--- src/hw/rtl/swfcd_pkg.sv ---
// Shared constants and controller/datapath interface types for the deframer.
package swfcd_pkg;

  localparam int FRAME_LEN_DEF = 32;

  localparam logic [7:0] SYNC_A = 8'h55;
  localparam logic [7:0] SYNC_B = 8'hAA;

  localparam logic [1:0] PH_HUNT   = 2'd0;
  localparam logic [1:0] PH_WAIT_B = 2'd1;
  localparam logic [1:0] PH_BODY   = 2'd2;

  localparam logic KIND_GOOD = 1'b0;
  localparam logic KIND_ERR  = 1'b1;

  typedef struct packed {
    logic take;
    logic rd;
    logic ptr_clr;
    logic ptr_inc;
    logic scan_init;
    logic scan_step;
    logic copy_start;
    logic copy_wr;
    logic set_body;
    logic nohdr;
    logic hunt_clr;
    logic out_good;
    logic out_err;
  } cmd_t;

  typedef struct packed {
    logic frame_done;
    logic sum_ok;
    logic ptr_last;
    logic hdr_hit;
    logic out_free;
  } stat_t;

endpackage

--- src/hw/rtl/swfcd_dp.sv ---
// Deframer datapath: frame store, counters, checksum and output register.
module swfcd_dp #(
  parameter int FRAME_LEN = swfcd_pkg::FRAME_LEN_DEF
) (
  input  logic               clk,
  input  logic               rst_n,
  input  swfcd_pkg::cmd_t    cmd,
  output swfcd_pkg::stat_t   stat,
  input  logic [7:0]         in_rx_byte,
  input  logic               out_stall,
  output logic               out_valid,
  output logic               out_kind,
  output logic [7:0]         out_frame_byte,
  output logic [4:0]         out_byte_index,
  output logic               out_last
);

  localparam int IDX_W = $clog2(FRAME_LEN);
  localparam int CNT_W = $clog2(FRAME_LEN + 1);

  localparam logic [IDX_W-1:0] PTR_LAST = IDX_W'(FRAME_LEN - 1);
  localparam logic [CNT_W-1:0] FILL_LAST = CNT_W'(FRAME_LEN - 1);
  localparam logic [CNT_W-1:0] FILL_SUM_HI = CNT_W'(FRAME_LEN - 2);

  logic [7:0]       mem [FRAME_LEN];
  logic [7:0]       rd_data_r;

  logic [1:0]       phase_r, phase_nxt;
  logic [CNT_W-1:0] fill_r, fill_nxt;
  logic [7:0]       sum_r, sum_nxt;
  logic [7:0]       chk_r, chk_nxt;
  logic [IDX_W-1:0] ptr_r, ptr_nxt;
  logic [IDX_W-1:0] dst_r, dst_nxt;
  logic [7:0]       prev_r, prev_nxt;
  logic             prev_ok_r, prev_ok_nxt;

  logic             we;
  logic [IDX_W-1:0] wa;
  logic [7:0]       wd;

  logic             out_valid_r;
  logic             out_kind_r;
  logic [7:0]       out_frame_byte_r;
  logic [4:0]       out_byte_index_r;
  logic             out_last_r;

  logic [IDX_W+4:0] ptr_ext;

  assign ptr_ext = (IDX_W + 5)'(ptr_r);

  assign stat.frame_done = (phase_r == swfcd_pkg::PH_BODY) && (fill_r == FILL_LAST);
  assign stat.sum_ok     = (sum_r == chk_r);
  assign stat.ptr_last   = (ptr_r == PTR_LAST);
  assign stat.hdr_hit    = prev_ok_r && (prev_r == swfcd_pkg::SYNC_A) &&
                           (rd_data_r == swfcd_pkg::SYNC_B);
  assign stat.out_free   = !out_valid_r || !out_stall;

  always_comb begin
    phase_nxt   = phase_r;
    fill_nxt    = fill_r;
    sum_nxt     = sum_r;
    chk_nxt     = chk_r;
    dst_nxt     = dst_r;
    prev_nxt    = prev_r;
    prev_ok_nxt = prev_ok_r;
    we          = 1'b0;
    wa          = fill_r[IDX_W-1:0];
    wd          = in_rx_byte;

    if (cmd.take) begin
      unique case (phase_r)
        swfcd_pkg::PH_WAIT_B: begin
          if (in_rx_byte == swfcd_pkg::SYNC_B) begin
            we        = 1'b1;
            wa        = IDX_W'(1);
            fill_nxt  = CNT_W'(2);
            sum_nxt   = 8'd0;
            phase_nxt = swfcd_pkg::PH_BODY;
          end else if (in_rx_byte == swfcd_pkg::SYNC_A) begin
            fill_nxt = CNT_W'(1);
          end else begin
            fill_nxt  = '0;
            phase_nxt = swfcd_pkg::PH_HUNT;
          end
        end
        swfcd_pkg::PH_BODY: begin
          we       = 1'b1;
          fill_nxt = fill_r + CNT_W'(1);
          if (fill_r >= CNT_W'(2) && fill_r <= FILL_SUM_HI) begin
            sum_nxt = sum_r + in_rx_byte;
          end
          if (fill_r == FILL_LAST) begin
            chk_nxt = in_rx_byte;
          end
        end
        default: begin
          if (in_rx_byte == swfcd_pkg::SYNC_A) begin
            we        = 1'b1;
            wa        = '0;
            fill_nxt  = CNT_W'(1);
            phase_nxt = swfcd_pkg::PH_WAIT_B;
          end else begin
            fill_nxt  = '0;
            phase_nxt = swfcd_pkg::PH_HUNT;
          end
        end
      endcase
    end

    if (cmd.hunt_clr) begin
      fill_nxt  = '0;
      sum_nxt   = 8'd0;
      phase_nxt = swfcd_pkg::PH_HUNT;
    end

    if (cmd.scan_init) begin
      prev_ok_nxt = 1'b0;
    end
    if (cmd.scan_step) begin
      prev_nxt    = rd_data_r;
      prev_ok_nxt = 1'b1;
    end

    if (cmd.copy_start) begin
      dst_nxt = '0;
      sum_nxt = 8'd0;
    end
    if (cmd.copy_wr) begin
      we      = 1'b1;
      wa      = dst_r;
      wd      = rd_data_r;
      dst_nxt = dst_r + IDX_W'(1);
      if (dst_r >= IDX_W'(2)) begin
        sum_nxt = sum_r + rd_data_r;
      end
    end
    if (cmd.set_body) begin
      fill_nxt  = CNT_W'(dst_r) + CNT_W'(1);
      phase_nxt = swfcd_pkg::PH_BODY;
    end

    if (cmd.nohdr) begin
      sum_nxt = 8'd0;
      if (chk_r == swfcd_pkg::SYNC_A) begin
        fill_nxt  = CNT_W'(1);
        phase_nxt = swfcd_pkg::PH_WAIT_B;
      end else begin
        fill_nxt  = '0;
        phase_nxt = swfcd_pkg::PH_HUNT;
      end
    end
  end

  always_comb begin
    ptr_nxt = ptr_r;
    priority if (cmd.ptr_clr) begin
      ptr_nxt = '0;
    end else if (cmd.scan_init) begin
      ptr_nxt = IDX_W'(2);
    end else if (cmd.copy_start) begin
      ptr_nxt = ptr_r - IDX_W'(1);
    end else if (cmd.ptr_inc || cmd.scan_step) begin
      ptr_nxt = ptr_r + IDX_W'(1);
    end
  end

  always_ff @(posedge clk) begin
    if (we) begin
      mem[wa] <= wd;
    end
    if (cmd.rd) begin
      rd_data_r <= mem[ptr_r];
    end
  end

  always_ff @(posedge clk) begin
    if (!rst_n) begin
      phase_r     <= swfcd_pkg::PH_HUNT;
      fill_r      <= '0;
      sum_r       <= 8'd0;
      ptr_r       <= '0;
      prev_ok_r   <= 1'b0;
      out_valid_r <= 1'b0;
    end else begin
      phase_r   <= phase_nxt;
      fill_r    <= fill_nxt;
      sum_r     <= sum_nxt;
      ptr_r     <= ptr_nxt;
      prev_ok_r <= prev_ok_nxt;
      if (cmd.out_good || cmd.out_err) begin
        out_valid_r <= 1'b1;
      end else if (!out_stall) begin
        out_valid_r <= 1'b0;
      end
    end
  end

  always_ff @(posedge clk) begin
    chk_r  <= chk_nxt;
    dst_r  <= dst_nxt;
    prev_r <= prev_nxt;
    if (cmd.out_good) begin
      out_kind_r       <= swfcd_pkg::KIND_GOOD;
      out_frame_byte_r <= rd_data_r;
      out_byte_index_r <= ptr_ext[4:0];
      out_last_r       <= (ptr_r == PTR_LAST);
    end else if (cmd.out_err) begin
      out_kind_r       <= swfcd_pkg::KIND_ERR;
      out_frame_byte_r <= 8'd0;
      out_byte_index_r <= 5'd0;
      out_last_r       <= 1'b1;
    end
  end

  assign out_valid      = out_valid_r;
  assign out_kind       = out_kind_r;
  assign out_frame_byte = out_frame_byte_r;
  assign out_byte_index = out_byte_index_r;
  assign out_last       = out_last_r;

endmodule

--- src/hw/rtl/swfcd_ctrl.sv ---
// Deframer controller: sequences byte intake, check, emission and rescan.
module swfcd_ctrl (
  input  logic             clk,
  input  logic             rst_n,
  input  logic             in_valid,
  output logic             in_stall,
  input  swfcd_pkg::stat_t stat,
  output swfcd_pkg::cmd_t  cmd
);

  localparam logic [3:0] S_IDLE     = 4'd0;
  localparam logic [3:0] S_CHECK    = 4'd1;
  localparam logic [3:0] S_EMIT_RD  = 4'd2;
  localparam logic [3:0] S_EMIT_LD  = 4'd3;
  localparam logic [3:0] S_ERR      = 4'd4;
  localparam logic [3:0] S_SCAN_RD  = 4'd5;
  localparam logic [3:0] S_SCAN_CMP = 4'd6;
  localparam logic [3:0] S_COPY_RD  = 4'd7;
  localparam logic [3:0] S_COPY_WR  = 4'd8;

  logic [3:0] state_r, state_nxt;

  assign in_stall = (state_r != S_IDLE);

  always_comb begin
    state_nxt = state_r;
    cmd       = '0;
    unique case (state_r)
      S_IDLE: begin
        if (in_valid) begin
          cmd.take = 1'b1;
          if (stat.frame_done) begin
            state_nxt = S_CHECK;
          end
        end
      end
      S_CHECK: begin
        if (stat.sum_ok) begin
          cmd.ptr_clr = 1'b1;
          state_nxt   = S_EMIT_RD;
        end else begin
          state_nxt = S_ERR;
        end
      end
      S_EMIT_RD: begin
        cmd.rd    = 1'b1;
        state_nxt = S_EMIT_LD;
      end
      S_EMIT_LD: begin
        if (stat.out_free) begin
          cmd.out_good = 1'b1;
          if (stat.ptr_last) begin
            cmd.hunt_clr = 1'b1;
            state_nxt    = S_IDLE;
          end else begin
            cmd.ptr_inc = 1'b1;
            state_nxt   = S_EMIT_RD;
          end
        end
      end
      S_ERR: begin
        if (stat.out_free) begin
          cmd.out_err   = 1'b1;
          cmd.scan_init = 1'b1;
          state_nxt     = S_SCAN_RD;
        end
      end
      S_SCAN_RD: begin
        cmd.rd    = 1'b1;
        state_nxt = S_SCAN_CMP;
      end
      S_SCAN_CMP: begin
        priority if (stat.hdr_hit) begin
          cmd.copy_start = 1'b1;
          state_nxt      = S_COPY_RD;
        end else if (stat.ptr_last) begin
          cmd.nohdr = 1'b1;
          state_nxt = S_IDLE;
        end else begin
          cmd.scan_step = 1'b1;
          state_nxt     = S_SCAN_RD;
        end
      end
      S_COPY_RD: begin
        cmd.rd    = 1'b1;
        state_nxt = S_COPY_WR;
      end
      S_COPY_WR: begin
        cmd.copy_wr = 1'b1;
        if (stat.ptr_last) begin
          cmd.set_body = 1'b1;
          state_nxt    = S_IDLE;
        end else begin
          cmd.ptr_inc = 1'b1;
          state_nxt   = S_COPY_RD;
        end
      end
      default: begin
        state_nxt = S_IDLE;
      end
    endcase
  end

  always_ff @(posedge clk) begin
    if (!rst_n) begin
      state_r <= S_IDLE;
    end else begin
      state_r <= state_nxt;
    end
  end

endmodule

--- src/hw/rtl/sync_word_frame_checksum_deframer.sv ---
// Sync-word deframer with additive checksum: top level.
// Input channel: one received byte per beat (in_valid/in_stall, in_rx_byte).
// Output channel: one result per beat (out_valid/out_stall); out_kind is 0
// for a frame byte with out_frame_byte/out_byte_index, 1 for a checksum
// error; out_last marks the final result caused by one input byte.
// A byte is taken whenever the controller is idle. A byte that completes
// a FRAME_LEN-byte frame holds the input for the checksum check, then a
// good frame is read back from the frame store one byte at a time: each
// byte is read, then loaded into the output register.
// A failed check gives one error beat, then a rescan of stored bytes 2 up
// to FRAME_LEN-1, each read, then compared; when a new header is found,
// the bytes from its 0x55 onward are read and moved down to the start.
// A waiting result sits in the output register; the next byte is taken
// while it waits unless more results are due, which then wait for it.
// Reset (rst_n low, synchronous) empties the store and restarts the hunt
// for the 0x55 0xAA header; no clearing pass is needed.
module sync_word_frame_checksum_deframer #(
  parameter int FRAME_LEN = swfcd_pkg::FRAME_LEN_DEF
) (
  input  logic       clk,
  input  logic       rst_n,
  input  logic       in_valid,
  output logic       in_stall,
  input  logic [7:0] in_rx_byte,
  output logic       out_valid,
  input  logic       out_stall,
  output logic       out_kind,
  output logic [7:0] out_frame_byte,
  output logic [4:0] out_byte_index,
  output logic       out_last
);

  swfcd_pkg::cmd_t  cmd;
  swfcd_pkg::stat_t stat;

  swfcd_ctrl u_ctrl (
    .clk      (clk),
    .rst_n    (rst_n),
    .in_valid (in_valid),
    .in_stall (in_stall),
    .stat     (stat),
    .cmd      (cmd)
  );

  swfcd_dp #(
    .FRAME_LEN (FRAME_LEN)
  ) u_dp (
    .clk            (clk),
    .rst_n          (rst_n),
    .cmd            (cmd),
    .stat           (stat),
    .in_rx_byte     (in_rx_byte),
    .out_stall      (out_stall),
    .out_valid      (out_valid),
    .out_kind       (out_kind),
    .out_frame_byte (out_frame_byte),
    .out_byte_index (out_byte_index),
    .out_last       (out_last)
  );

endmodule

--- config.mk ---
export PLATFORM = sky130hd
export DESIGN_NAME = sync_word_frame_checksum_deframer
export DESIGN_NICKNAME = d
export VERILOG_FILES = /design/src/hw/rtl/swfcd_pkg.sv /design/src/hw/rtl/swfcd_dp.sv /design/src/hw/rtl/swfcd_ctrl.sv /design/src/hw/rtl/sync_word_frame_checksum_deframer.sv
export SDC_FILE = /design/constraint.sdc
export NUM_CORES = 1
export LEC_CHECK = 0
export BUFFER_PORTS_ARGS = -buffer_cell sky130_fd_sc_hd__buf_4
export CORE_AREA = 2 2 178 180
export DETAILED_ROUTE_END_ITERATION = 8
export DIE_AREA = 0 0 180 182
export MAX_ROUTING_LAYER = met4
export PLACE_DENSITY = 0.59
export SLEW_MARGIN = 10
export SYNTH_ARGS = -nofsm -noshare
export SYNTH_HDL_FRONTEND = slang
export SYNTH_SLANG_ARGS = --single-unit
--- constraint.sdc ---
create_clock -name clk -period 3.05 [get_ports clk]
set_clock_uncertainty 0.05 [all_clocks]
set_input_delay 0.1525 -clock clk [delete_from_list [all_inputs] [get_ports clk]]
set_output_delay 0.1525 -clock clk [all_outputs]
set_load 0.1 [all_outputs]
==> results.toml <==
[floorplan]
io_pins = 29
row_count = 65
start_util_pct = 46.0
dieWidth_um = 180
dieArea_sq_mm = 0.0328
fp.dieH_um = 182
core_sq_mm = 0.0310

[synthesis]
synthArstFlopShare_pct = 0
avgSynthCellArea_sq_um = 16.3
synth_edf_count = 299
synth_nets = 910
synth_cell_type_count = 61
ys.flop_type = "edfxtp_1"
yosys_warnings = 0
syn_inst = 872
syn-cell-area_sq_mm = 0.0142
ys_ff_latch = 327
yosysSeqAreaShare_pct = 67.0

[sta]
finalSetupViolCount = 0
max_slew_margin_pct = 23.6
rsz0062_at_grt = "no"
setup_tns_ps = 0
period_share_pct = 91.5
hold_ws_ps = 317
drv_slew = 0
finalHoldViolCount = 0
timing.fmax_mhz = 358
period_minus_slack_ps = 2790
max_slew.worst_pin.slew_ps = 1140

[clock_network]
cts_num_sinks = 327
clock_latency_ps = 510
postCtsSetupBuffers = 0
tritoncts = "done"
clk_pin_slew_worst_paths_ps = 60
numCtsBuffers = 36
root_buffer = "clkbuf_16"
clk_path_buf_depth = 3
htreeDepth = 2

[detailed_routing]
firstDrtPassIters = 7
viasPerCell = 5.76
drtAntennaViolNets = 0
wl_um = 32100
drt_iter0_drc = 713
wl_per_cell_um = 22.6
drc = 0
route.vias.total = 8182

[final_layout]
drive_gt1_share_pct = 26.1
areaGrowthSynthToFinish_pct = 17.2
design_area_sq_mm = 0.0167
fin_cells = 1421
fin_nets = 1032
diodes = 0

[worst_setup_path]
worstPathRequired_ps = 3390
worstSetupStartpointType = "flop"
path_class = "flop to flop"
r2r-start = "u_ctrl.state_r[2]$_SDFFE_PN0P_"
worstPathMaxFanout = 13
r2r_setup_slack_ps = 260
r2r_end = "u_dp.ptr_r[4]$_SDFFE_PP0P_"
ff2ff_path_depth = 11
arrival_ps = 3130
end_kind = "flop"

[worst_hold_path]
min_delay_worst_endpoint = "u_dp.chk_r[2]$_DFFE_PP_"
hp-class = "primary input to flop"
hold_depth = 4
hp-start = "in_valid"

[power]
powerDensity_mw_per_mm2 = 684
vdd_ir_drop_max_mv = 0.421
leakagePower_uw = 0.00551

[placement]
placed_cells = 1346
dpl.hpwl_um = 21700
gp_congestion = 0.873
dpl_cell_area_sq_mm = 0.0155
port_buffers = 28

[global_route]
overflow = 0
grt_max_degree = 41
grt.total_usage_pct = 20.6
grt_pass1_vias = 8346
antenna_found_initial = 0
grt_pass1_wl_um = 50000

[run]
drv_cap = 0

[status]
status = "complete, no violations"
## routing by layer
layer	global-route usage (%)	vias up	share of wire [%]
met5	-	-	0
met4	5.43	0	2.1
met3	2.83	43	5.0
met2	33.3	243	48
met1	27.9	4166	45
li1	-	3730	-
## registers in the layout (all words and copies together) (netlist names), 2 cells and up
register	cells
u_dp.mem	256
u_dp.out_frame_byte	8
u_dp.sum_r	8
u_dp.fill_r	6
u_dp.ptr_r	5
u_dp.chk_r	8
u_dp.phase_r	2
u_dp.dst_r	5
u_dp.prev_r	8
u_ctrl.state_r	4
u_dp.out_byte_index	5
u_dp.rd_data_r	8
## logic make-up (layout without fill, tap and decap cells)
kind of cell / Yosys count / count (layout) / synth area share, %
xor+xnor: 30 / 30 / 1.84
compound gates: 112 / 112 / 5.09
buf+inv: 59 / 206 / 1.81
fa+ha+maj: 26 / 26 / 2.44
flops: 327 / 327 / 67.0
simple gates: 225 / 225 / 8.21
mux: 93 / 93 / 13.6
## worst max-delay path: stages, from the launching register on
cell and delay (ps):
dfxtp_1 460, buf_4 240, and4bb_2 330, nand3_1 200, inv_1 210, ha_1 290
nor2b_1 140, o21ai_0 210, nor3b_1 220, mux2i_1 110, xor2_1 140, nor2_1 50
## cells in the final DEF, fill, tap and decap left out, types with 13 or more instances in the layout
| master | instances |
|---|---|
| edfxtp_1 | 299 |
| buf_4 | 110 |
| mux4_2 | 80 |
| nand2_1 | 60 |
| nor2_1 | 51 |
| clkbuf_16 | 36 |
| a21oi_1 | 33 |
| dfxtp_1 | 25 |
| ha_1 | 23 |
| nand3_1 | 22 |
| inv_1 | 18 |
| xor2_1 | 18 |
| and3_1 | 17 |
| o21ai_0 | 15 |
| o22ai_1 | 13 |
## synth_stat cells, types with 5 or more instances
master | instances | area share, %
nor4bb_1 | 8 | 0.56
mux2i_1 | 5 | 0.35
nor2b_1 | 5 | 0.22
and3_1 | 17 | 0.75
o21ai_0 | 16 | 0.56
inv_1 | 18 | 0.47
nand2b_1 | 6 | 0.26
ha_1 | 23 | 2.0
nor2_1 | 56 | 1.5
edfxtp_1 | 299 | 63
nand3_1 | 22 | 0.77
a22oi_1 | 7 | 0.37
o21bai_1 | 6 | 0.32
nand3b_1 | 5 | 0.26
or3_1 | 6 | 0.26
nor3_1 | 11 | 0.39
a31oi_1 | 8 | 0.35
a21oi_1 | 33 | 1.2
buf_2 | 11 | 0.39
xor2_1 | 18 | 1.1
xnor2_1 | 12 | 0.74
clkbuf_1 | 24 | 0.63
nor3b_1 | 6 | 0.32
o22ai_1 | 13 | 0.57
dfxtp_1 | 28 | 3.9
a211oi_1 | 6 | 0.32
mux4_2 | 80 | 13
mux2_2 | 8 | 0.63
nand2_1 | 60 | 1.6
## worst max path at each step
stage	startpoint	end	slack (ps)	depth (start not counted)
after floorplan	u_ctrl.state_r[3]$_SDFFE_PN0P_	u_dp.mem[0][1]$_DFFE_PP_	350	3
after global placement	u_dp.phase_r[0]$_SDFFE_PN0P_	u_dp.mem[6][1]$_DFFE_PP_	190	8
after detailed placement	u_dp.phase_r[0]$_SDFFE_PN0P_	u_dp.mem[6][2]$_DFFE_PP_	110	8
after CTS	u_dp.phase_r[0]$_SDFFE_PN0P_	u_dp.mem[6][1]$_DFFE_PP_	120	8
after global routing	u_ctrl.state_r[2]$_SDFFE_PN0P_	u_dp.ptr_r[4]$_SDFFE_PP0P_	20	11
final	u_ctrl.state_r[2]$_SDFFE_PN0P_	u_dp.ptr_r[4]$_SDFFE_PP0P_	260	11
## metrics by stage
step	setup slack, ps	util [%]	total power, uW
5_1_grt	15.6	53.9	11900
6_report	259	53.9	11400
3_5_place_dp	111	49.9	7450
3_3_place_gp	192	49.9	7430
4_1_cts	120	53.8	11500
2_1_floorplan	352	-	6780
## layout make-up
type / count / area (sq um)
clock inverter: 20 / 161
timing repair buffer: 125 / 1010
clock buffer: 43 / 927
inverter: 18 / 67.6
sequential: 327 / 9550
tap: 402 / 503
fill: 2477 / 14300
multi-input combinational: 486 / 4480
## where the power goes
| part | switching (uW) | internal (uW) |
|---|---|---|
| clock network | 1690 | 2340 |
| registers | 109 | 5080 |
| logic | 1380 | 818 |
| total | 3180 | 8240 |
## timing repair
item / 4_1_cts / 5_1_grt
resized for setup: 0 / 8
endpoints found under the hold margin: 15 / 0
setup endpoints to repair: 0 / 33
hold buffers: 12 / 0
No activity file was read; power rests on OpenSTA's default activity.
